<file path="src/rtl/lottery_sum_tree_scheduler_core_defines.svh">
// Assertion macros shared by the lottery scheduler RTL.
// Needs i_clk and i_rst_n in the scope where a macro is used.
`ifndef LOTTERY_SUM_TREE_SCHEDULER_CORE_DEFINES_SVH
`define LOTTERY_SUM_TREE_SCHEDULER_CORE_DEFINES_SVH

// Check a condition on every clock edge outside reset.
`define LSTS_ASSERT_ALWAYS(lbl, expr) \
    lbl: assert property (@(posedge i_clk) disable iff (!i_rst_n) (expr)) \
        else $error("lsts assertion failed");

// Check that a condition implies another one on the following edge.
`define LSTS_ASSERT_NEXT(lbl, ante, cons) \
    lbl: assert property (@(posedge i_clk) disable iff (!i_rst_n) (ante) |=> (cons)) \
        else $error("lsts assertion failed");

`endif

</file>
<file path="src/rtl/lsts_pkg.sv">
// Shared types and constants of the lottery scheduler.
// No dependencies.
`default_nettype none
package lsts_pkg;

    localparam int CAPACITY    = 16;
    localparam int TICKET_BITS = 16;
    localparam int ID_BITS     = 16;
    localparam int DRAW_W      = 20;
    localparam int COUNT_W     = $clog2(CAPACITY + 1);

    typedef enum logic [1:0] {
        K_ADD    = 2'd0,
        K_REMOVE = 2'd1,
        K_MODIFY = 2'd2,
        K_ALLOC  = 2'd3
    } t_kind;

    typedef enum logic [2:0] {
        ST_OK          = 3'd0,
        ST_BAD_TICKETS = 3'd1,
        ST_DUPLICATE   = 3'd2,
        ST_FULL        = 3'd3,
        ST_NOT_FOUND   = 3'd4,
        ST_NO_CLIENTS  = 3'd5,
        ST_DRAW_LARGE  = 3'd6
    } t_status;

    typedef struct packed {
        logic [1:0]             kind;
        logic [ID_BITS-1:0]     client_id;
        logic [TICKET_BITS-1:0] tickets;
        logic [DRAW_W-1:0]      draw;
    } t_in_item;

    typedef struct packed {
        logic [2:0]         status;
        logic [ID_BITS-1:0] winner_id;
        logic [DRAW_W-1:0]  root_sum;
    } t_out_item;

    // Token travelling along the cell row during an allocate
    typedef struct packed {
        logic               active;
        logic               done;
        logic [DRAW_W-1:0]  acc;
        logic [ID_BITS-1:0] winner;
    } t_wave;

    typedef struct packed {
        logic                   en;
        logic                   used;
        logic [ID_BITS-1:0]     owner;
        logic [TICKET_BITS-1:0] tickets;
    } t_cell_wr;

    typedef struct packed {
        logic                   used;
        logic [ID_BITS-1:0]     owner;
        logic [TICKET_BITS-1:0] tickets;
    } t_cell_view;

endpackage
`default_nettype wire

</file>
<file path="src/rtl/lsts_cell.sv">
// One client slot of the lottery scheduler: owner, tickets, used flag and
// one stage of the allocate wave. Depends on lsts_pkg.
`default_nettype none
module lsts_cell (
    input  logic                        i_clk,
    input  logic                        i_rst_n,
    input  logic [lsts_pkg::DRAW_W-1:0] i_draw,
    input  lsts_pkg::t_wave             i_wave,
    input  lsts_pkg::t_cell_wr          i_wr,
    output lsts_pkg::t_wave             o_wave,
    output lsts_pkg::t_cell_view        o_view
);
    import lsts_pkg::*;

    logic                   r_used;
    logic [ID_BITS-1:0]     r_owner;
    logic [TICKET_BITS-1:0] r_tickets;
    t_wave                  r_wave;
    t_wave                  n_wave;
    logic [DRAW_W-1:0]      acc_out;
    logic                   hit;

    assign acc_out = i_wave.acc + DRAW_W'(r_tickets);
    assign hit     = i_wave.active && !i_wave.done && r_used && (i_draw < acc_out);

    always_comb begin
        n_wave.active = i_wave.active;
        n_wave.done   = i_wave.done || hit;
        n_wave.acc    = acc_out;
        n_wave.winner = hit ? r_owner : i_wave.winner;
    end

    always_ff @(posedge i_clk) begin
        if (!i_rst_n) begin
            r_used    <= 1'b0;
            r_tickets <= '0;
        end else if (i_wr.en) begin
            r_used    <= i_wr.used;
            r_tickets <= i_wr.tickets;
        end
    end

    // Owner is payload: no reset
    always_ff @(posedge i_clk) begin
        if (i_wr.en) begin
            r_owner <= i_wr.owner;
        end
    end

    always_ff @(posedge i_clk) begin
        if (!i_rst_n) begin
            r_wave <= '0;
        end else begin
            r_wave <= n_wave;
        end
    end

    assign o_wave         = r_wave;
    assign o_view.used    = r_used;
    assign o_view.owner   = r_owner;
    assign o_view.tickets = r_tickets;

endmodule
`default_nettype wire

</file>
<file path="src/rtl/lottery_sum_tree_scheduler_core.sv">
// Top level of the weighted lottery scheduler: control, running total and
// the row of slot cells. Depends on lsts_pkg, lsts_cell and the defines header.
//
// Weighted lottery scheduler over CAPACITY client slots. Each input transfer
// carries one command: add a client with a ticket count, remove a client,
// change a client's tickets, or allocate with a draw supplied by the user.
// Every command yields exactly one result transfer with a status code, the
// winning client id (zero unless an allocate succeeds) and the total ticket
// count after the command. Add, remove and modify go from acceptance through
// the execute and finish states to the result register: the slot search is a
// parallel compare across all cells and the total is kept as a running sum.
// An allocate walks a token along the row of slot cells one cell per cycle,
// accumulating tickets, and records the first slot whose cumulative count
// exceeds the draw. One command is in flight at a time; a new one is taken
// while the previous result still waits in the output register.
`default_nettype none
`include "lottery_sum_tree_scheduler_core_defines.svh"
module lottery_sum_tree_scheduler_core (
    input  logic                i_clk,
    input  logic                i_rst_n,
    input  logic                i_in_valid,
    output logic                o_in_stall,
    input  lsts_pkg::t_in_item  i_in_data,
    output logic                o_out_valid,
    input  logic                i_out_stall,
    output lsts_pkg::t_out_item o_out_data
);
    import lsts_pkg::*;

    typedef enum logic [3:0] {
        S_IDLE = 4'b0001,
        S_EXEC = 4'b0010,
        S_WALK = 4'b0100,
        S_FIN  = 4'b1000
    } t_state;

    t_state              r_state;
    t_state              n_state;
    t_in_item            r_item;
    logic [DRAW_W-1:0]   r_total;
    logic [DRAW_W-1:0]   n_total;
    logic [COUNT_W-1:0]  r_count;
    logic [COUNT_W-1:0]  n_count;
    t_out_item           r_fin;
    t_out_item           n_fin;
    t_out_item           r_out;
    logic                r_out_valid;

    t_wave               wave [CAPACITY+1];
    t_cell_wr            wr   [CAPACITY];
    t_cell_view          view [CAPACITY];

    logic [CAPACITY-1:0] match_vec;
    logic [CAPACITY-1:0] free_vec;
    logic [CAPACITY-1:0] first_free;
    logic [TICKET_BITS-1:0] old_tickets;
    logic                any_match;
    logic                tickets_ok;
    logic                in_xfer;
    logic                fin_load;
    logic                alloc_go;

    assign in_xfer  = i_in_valid && !o_in_stall;
    assign fin_load = (r_state == S_FIN) && (!r_out_valid || !i_out_stall);

    // Parallel slot search across the row
    always_comb begin
        old_tickets = '0;
        for (int i = 0; i < CAPACITY; i++) begin
            match_vec[i] = view[i].used && (view[i].owner == r_item.client_id);
            free_vec[i]  = !view[i].used;
            if (match_vec[i]) begin
                old_tickets = old_tickets | view[i].tickets;
            end
        end
    end

    assign any_match  = |match_vec;
    assign first_free = free_vec & (~free_vec + CAPACITY'(1));
    assign tickets_ok = (r_item.tickets != '0);

    // Execute the command: decide status, slot writes and the new total
    always_comb begin
        n_total  = r_total;
        n_count  = r_count;
        n_fin    = r_fin;
        n_state  = r_state;
        alloc_go = 1'b0;
        for (int i = 0; i < CAPACITY; i++) begin
            wr[i].en      = 1'b0;
            wr[i].used    = 1'b0;
            wr[i].owner   = r_item.client_id;
            wr[i].tickets = '0;
        end

        case (r_state)
            S_IDLE: begin
                if (in_xfer) begin
                    n_state = S_EXEC;
                end
            end
            S_EXEC: begin
                n_fin.status    = ST_OK;
                n_fin.winner_id = '0;
                n_state         = S_FIN;
                case (t_kind'(r_item.kind))
                    K_ADD: begin
                        if (!tickets_ok) begin
                            n_fin.status = ST_BAD_TICKETS;
                        end else if (any_match) begin
                            n_fin.status = ST_DUPLICATE;
                        end else if (first_free == '0) begin
                            n_fin.status = ST_FULL;
                        end else begin
                            for (int i = 0; i < CAPACITY; i++) begin
                                if (first_free[i]) begin
                                    wr[i].en      = 1'b1;
                                    wr[i].used    = 1'b1;
                                    wr[i].tickets = r_item.tickets;
                                end
                            end
                            n_count = r_count + COUNT_W'(1);
                            n_total = r_total + DRAW_W'(r_item.tickets);
                        end
                    end
                    K_REMOVE: begin
                        if (!any_match) begin
                            n_fin.status = ST_NOT_FOUND;
                        end else begin
                            for (int i = 0; i < CAPACITY; i++) begin
                                if (match_vec[i]) begin
                                    wr[i].en    = 1'b1;
                                    wr[i].owner = view[i].owner;
                                end
                            end
                            n_count = r_count - COUNT_W'(1);
                            n_total = r_total - DRAW_W'(old_tickets);
                        end
                    end
                    K_MODIFY: begin
                        if (!tickets_ok) begin
                            n_fin.status = ST_BAD_TICKETS;
                        end else if (!any_match) begin
                            n_fin.status = ST_NOT_FOUND;
                        end else begin
                            for (int i = 0; i < CAPACITY; i++) begin
                                if (match_vec[i]) begin
                                    wr[i].en      = 1'b1;
                                    wr[i].used    = 1'b1;
                                    wr[i].owner   = view[i].owner;
                                    wr[i].tickets = r_item.tickets;
                                end
                            end
                            n_total = r_total - DRAW_W'(old_tickets)
                                      + DRAW_W'(r_item.tickets);
                        end
                    end
                    K_ALLOC: begin
                        if (r_count == '0) begin
                            n_fin.status = ST_NO_CLIENTS;
                        end else if (r_item.draw >= r_total) begin
                            n_fin.status = ST_DRAW_LARGE;
                        end else begin
                            alloc_go = 1'b1;
                            n_state  = S_WALK;
                        end
                    end
                    default: begin
                        n_fin.status = ST_OK;
                    end
                endcase
                n_fin.root_sum = n_total;
            end
            S_WALK: begin
                // Hold until the token leaves the last cell
                if (wave[CAPACITY].active) begin
                    n_fin.winner_id = wave[CAPACITY].winner;
                    n_state         = S_FIN;
                end
            end
            S_FIN: begin
                if (fin_load) begin
                    n_state = S_IDLE;
                end
            end
            default: begin
                n_state = S_IDLE;
            end
        endcase
    end

    // Inject the token at the head of the row
    assign wave[0] = '{active: alloc_go, done: 1'b0, acc: '0, winner: '0};

    for (genvar g = 0; g < CAPACITY; g++) begin : g_cell
        lsts_cell u_cell (
            .i_clk   (i_clk),
            .i_rst_n (i_rst_n),
            .i_draw  (r_item.draw),
            .i_wave  (wave[g]),
            .i_wr    (wr[g]),
            .o_wave  (wave[g+1]),
            .o_view  (view[g])
        );
    end

    always_ff @(posedge i_clk) begin
        if (!i_rst_n) begin
            r_state     <= S_IDLE;
            r_total     <= '0;
            r_count     <= '0;
            r_out_valid <= 1'b0;
        end else begin
            r_state <= n_state;
            r_total <= n_total;
            r_count <= n_count;
            if (fin_load) begin
                r_out_valid <= 1'b1;
            end else if (!i_out_stall) begin
                r_out_valid <= 1'b0;
            end
        end
    end

    // Payload registers
    always_ff @(posedge i_clk) begin
        if (in_xfer) begin
            r_item <= i_in_data;
        end
        r_fin <= n_fin;
        if (fin_load) begin
            r_out <= r_fin;
        end
    end

    assign o_in_stall  = (r_state != S_IDLE);
    assign o_out_valid = r_out_valid;
    assign o_out_data  = r_out;

    `LSTS_ASSERT_ALWAYS(a_count_range, r_count <= COUNT_W'(CAPACITY))
    `LSTS_ASSERT_ALWAYS(a_wave_in_walk, !wave[CAPACITY].active || r_state == S_WALK)
    `LSTS_ASSERT_NEXT(a_accept_exec, in_xfer, r_state == S_EXEC)
    `LSTS_ASSERT_ALWAYS(a_count_total, r_count != '0 || r_total == '0)

endmodule
`default_nettype wire
</file>
<file path="config.mk">
export PLATFORM = sky130hd
export DESIGN_NAME = lottery_sum_tree_scheduler_core
export DESIGN_NICKNAME = d
export VERILOG_FILES = /design/src/rtl/lsts_pkg.sv /design/src/rtl/lsts_cell.sv /design/src/rtl/lottery_sum_tree_scheduler_core.sv
export VERILOG_INCLUDE_DIRS = /design/src /design/src/rtl
export SDC_FILE = /design/constraint.sdc
export NUM_CORES = 2
export LEC_CHECK = 0
export BUFFER_PORTS_ARGS = -buffer_cell sky130_fd_sc_hd__buf_2
export CAP_MARGIN = 40
export CORE_ASPECT_RATIO = 0.7
export CORE_MARGIN = 4
export CORE_UTILIZATION = 58
export CTS_CLUSTER_DIAMETER = 80
export DETAILED_ROUTE_END_ITERATION = 8
export GPL_ROUTABILITY_DRIVEN = 0
export PLACE_DENSITY = 0.82
export SLEW_MARGIN = 20
export SYNTH_ARGS = -nofsm -noshare
export SYNTH_HDL_FRONTEND = slang
export SYNTH_SLANG_ARGS = --single-unit
</file>
<file path="constraint.sdc">
create_clock -name i_clk -period 6.2 [get_ports i_clk]
set_clock_uncertainty 0.05 [all_clocks]
set_input_delay 0.93 -clock i_clk [delete_from_list [all_inputs] [get_ports i_clk]]
set_output_delay 0.93 -clock i_clk [all_outputs]
set_load 0.02 [all_outputs]
</file>
==> flow_summary_export.csv <==
group,metric,value,unit
synthesis,synthSimpleGateAreaFrac,17.1,%
detailed_routing,vias,59008,
sta,hold_viol_final,0,
synthesis,synth_edf_count,388,
place,port_buffers,98,
sta,relSlewSlack,33.0,%
clocking,clkTransAtPathRegs,0.06,ns
sta,fmax,0.161,GHz
final_layout,layout-drive-gt1-share,11.9,%
hold_path,worst_hold_path_type,"in2reg",
clocking,cts.path.max_buffers,3,
hold_path,min_path_cells,1,
worst_setup_path,cp_data_arrival_time,6.63,ns
floorplanning,placementRows,104,
final_layout,syn_to_final_growth,13.6,%
place,postPlaceCellArea,72100,µm²
power_and_ir_drop,power_density,283,nW/µm²
worst_setup_path,worst_setup_path_end_kind,"flip-flop",
synthesis,synth_top_area_share,26.0,%
grt,antenna_found_initial,15,
detailed_routing,drt-initial-drc-count,10035,
clocking,cts.sinks,1267,
final_layout,layout_common_cells,"879 x dfxtp_1, 663 x nor2_1, 604 x ha_1, 432 x nand2_1, 388 x edfxtp_1",
detailed_routing,drc_errors,182,
detailed_routing,drtPass1Iterations,9,
synthesis,synth_largest_area_cell,"dfxtp_1",
power_and_ir_drop,finalPower,21800,µW
final_layout,fin_nets,7825,
synthesis,synth_top_family_by_area,"simple AND/OR/NAND/NOR gates",
run,drv_cap,0,
synthesis,synth_fa_ha_area_share,11.8,%
final_layout,fin_util,66.7,%
power_and_ir_drop,p_leak,0.0314,µW
worst_setup_path,worst-path-max-fanout,8,
clocking,cts_tree,"built",
final_layout,layoutNonFillerInstCount,8790,
grt,grt_start_max_net_pins,175,
grt,track_usage,37.1,%
outcome,run_status,"finished, violations left",
sta,slew_violations,0,
grt,grt_pass1_vias,56836,
synthesis,synth_xor_area_share,7.15,%
sta,setup_viol,2,
synthesis,async_flop_share,0,%
place,place_inst,8525,
synthesis,syn_avg_cell_area,9.90,µm²
grt,grt_pass1_wl,346000,µm
floorplanning,die_h,294,µm
synthesis,synthMuxAreaShare,3.04,%
clocking,cts-root-buf,"clkbuf_16",
power_and_ir_drop,comb_power_share,23.6,%
sta,worst_pin_slew,1.00,ns
final_layout,finalInstanceArea,77000,µm²
floorplanning,die_w,417,µm
sta,period_share,100,%
floorplanning,core,115000,µm²
detailed_routing,routed_wl,238000,µm
sta,holdWs,0.275,ns
worst_setup_path,crit_type,"reg2reg",
sta,min_period,6.21,ns
synthesis,synth_warnings,0,
power_and_ir_drop,peakVddDrop,0.244,mV
synthesis,syn_area,67800,µm²
sta,fin_ws,-0.00856,ns
place,hpwlAfterDp,174000,µm
worst_setup_path,cp.required,6.63,ns
synthesis,synth_compound_area_share,14.7,%
power_and_ir_drop,power.switching,6640,µW
synthesis,syn-num-nets,7533,
worst_setup_path,worstRegToRegCells,27,
synthesis,netlist_instances,6847,
power_and_ir_drop,power.share.clock,35.0,%
synthesis,synth_seq_cells,1267,
clocking,cts_hold_buf,0,
final_layout,final_common_cell,"dfxtp_1",
clocking,worstSkewPairLatency,0.79,ns
floorplanning,start_util,58.7,%
floorplanning,num_io_pins,99,
synthesis,ys_types,100,
power_and_ir_drop,switching_share,30.4,%
detailed_routing,ant_nets,0,
worst_setup_path,cp-start-kind,"flip-flop",
clocking,numCtsBuffers,118,
synthesis,yosys-top-cells-area,"dfxtp_1 26%, edfxtp_1 17%, ha_1 11%",
floorplanning,die_area,122000,µm²
outcome,failed_checks,"design-rule violations, negative setup slack",
clocking,htree_levels,3,
power_and_ir_drop,p_int,15200,µW
detailed_routing,via_per_inst,6.71,
synthesis,ys_seq_area_share,43.1,%
detailed_routing,routedWlPerCell,27.0,µm
power_and_ir_drop,pwr-share-seq,41.4,%
synthesis,synth_ff_type,"dfxtp_1",
grt,grt_remaining_overflow,0,
[what timing repair did]
action,CTS,global route
endpoints found under the setup margin,13,17
cloned,0,3
pin swaps,6,33
resized for setup,19,76
setup buffers,3,16
hold endpoints to repair,0,0
[synthesized netlist by cell type, drive strengths merged (206+ instances only)]
| cell | number |
|---|---|
| a21oi | 289 |
| and2 | 246 |
| clkbuf | 217 |
| dfxtp | 879 |
| edfxtp | 388 |
| ha | 609 |
| mux2i | 206 |
| nand2 | 432 |
| nand3 | 230 |
| nor2 | 680 |
| o21ai | 295 |
| xnor2 | 369 |
[layout make-up]
type,instances,area (µm²)
fillers,8320,38400
multi-input cells,5124,37100
flip-flops and latches,1267,29200
repair buffers,487,4140
clock buffers,167,3350
well taps,1537,1920
clock inverters,56,688
inverters,141,537
diodes,11,27.5
[flip-flops by register name, indices dropped and copies added, names as in the netlist]
name,flops
g_cell.u_cell.o_wave,577
g_cell.u_cell.r_owner,256
g_cell.u_cell.r_tickets,256
r_item,54
o_out_data,39
r_fin,39
r_total,20
g_cell.u_cell.r_used,16
r_count,5
r_state,4
o_out_valid,1
[path summary, 6_finish.rpt]
kind / startpoint / endpoint / slack [ns]
worst max-delay path: r_item[49] / r_fin[16] / -0.009
worst min-delay path: i_in_data[0] / r_item[0] / 0.28
worst max register to register: r_item[49] / r_fin[16] / -0.009
worst min register to register: g_cell[0].u_cell.o_wave[7] / g_cell[1].u_cell.o_wave[7] / 0.34
[kinds of logic (layout without fill, tap and decap cells)]
family          after synthesis  in the layout
buf+inv                     456            851
mux                         206            206
fa+ha+maj                   628            628
compound gates             1444           1444
flops                      1267           1267
xor+xnor                    550            550
simple gates               2296           2296
other cells                   0             11
[layer usage]
layer	share of wire, %	global-route usage (%)
met1	38	49.0
met2	38	51.5
met3	18	18.9
met4	5.3	14.3
met5	0.21	1.62
[stage by stage]
step | setup TNS, ns | worst slack (ns)
global route | -0.582 | -0.165
detailed placement | -0.371 | -0.103
CTS | 0 | 0.0140
finish | -0.0103 | -0.00856
floorplan | 0 | 0.253
global placement | -0.0146 | -0.0146
[power by group through the flow]
| stage | Clock (µW) | Sequential [µW] | Combinational (µW) |
|---|---|---|---|
| after floorplan | 0 | 9160 | 2850 |
| after global placement | 0 | 9240 | 4280 |
| after detailed placement | 0 | 9210 | 4560 |
| after CTS | 7640 | 9040 | 4670 |
| after global routing | 7970 | 9030 | 5440 |
| final | 7640 | 9030 | 5150 |
[critical path, stage by stage (launching register included)]
cell       delay (ns)
edfxtp_1         0.45
buf_12           0.19
buf_12           0.13
xor2_1           0.16
or4_4            0.55
nor4_4           0.46
buf_6            0.21
buf_4            0.22
a22o_1           0.16
a221oi_1         0.05
nand3_1          0.20
nor2_1           0.17
ha_1             0.35
and2_0           0.19
nand3_1          0.11
o2bb2ai_1        0.08
a31oi_2          0.23
nand2_1          0.10
xor2_1           0.23
ha_1             0.34
and2_1           0.17
a31o_2           0.23
a31oi_4          0.18
a21oi_2          0.09
xnor2_1          0.13
a21oi_1          0.17
o211ai_1         0.11
a21boi_2         0.19
Note: power is estimated with default switching activity, not from simulation.
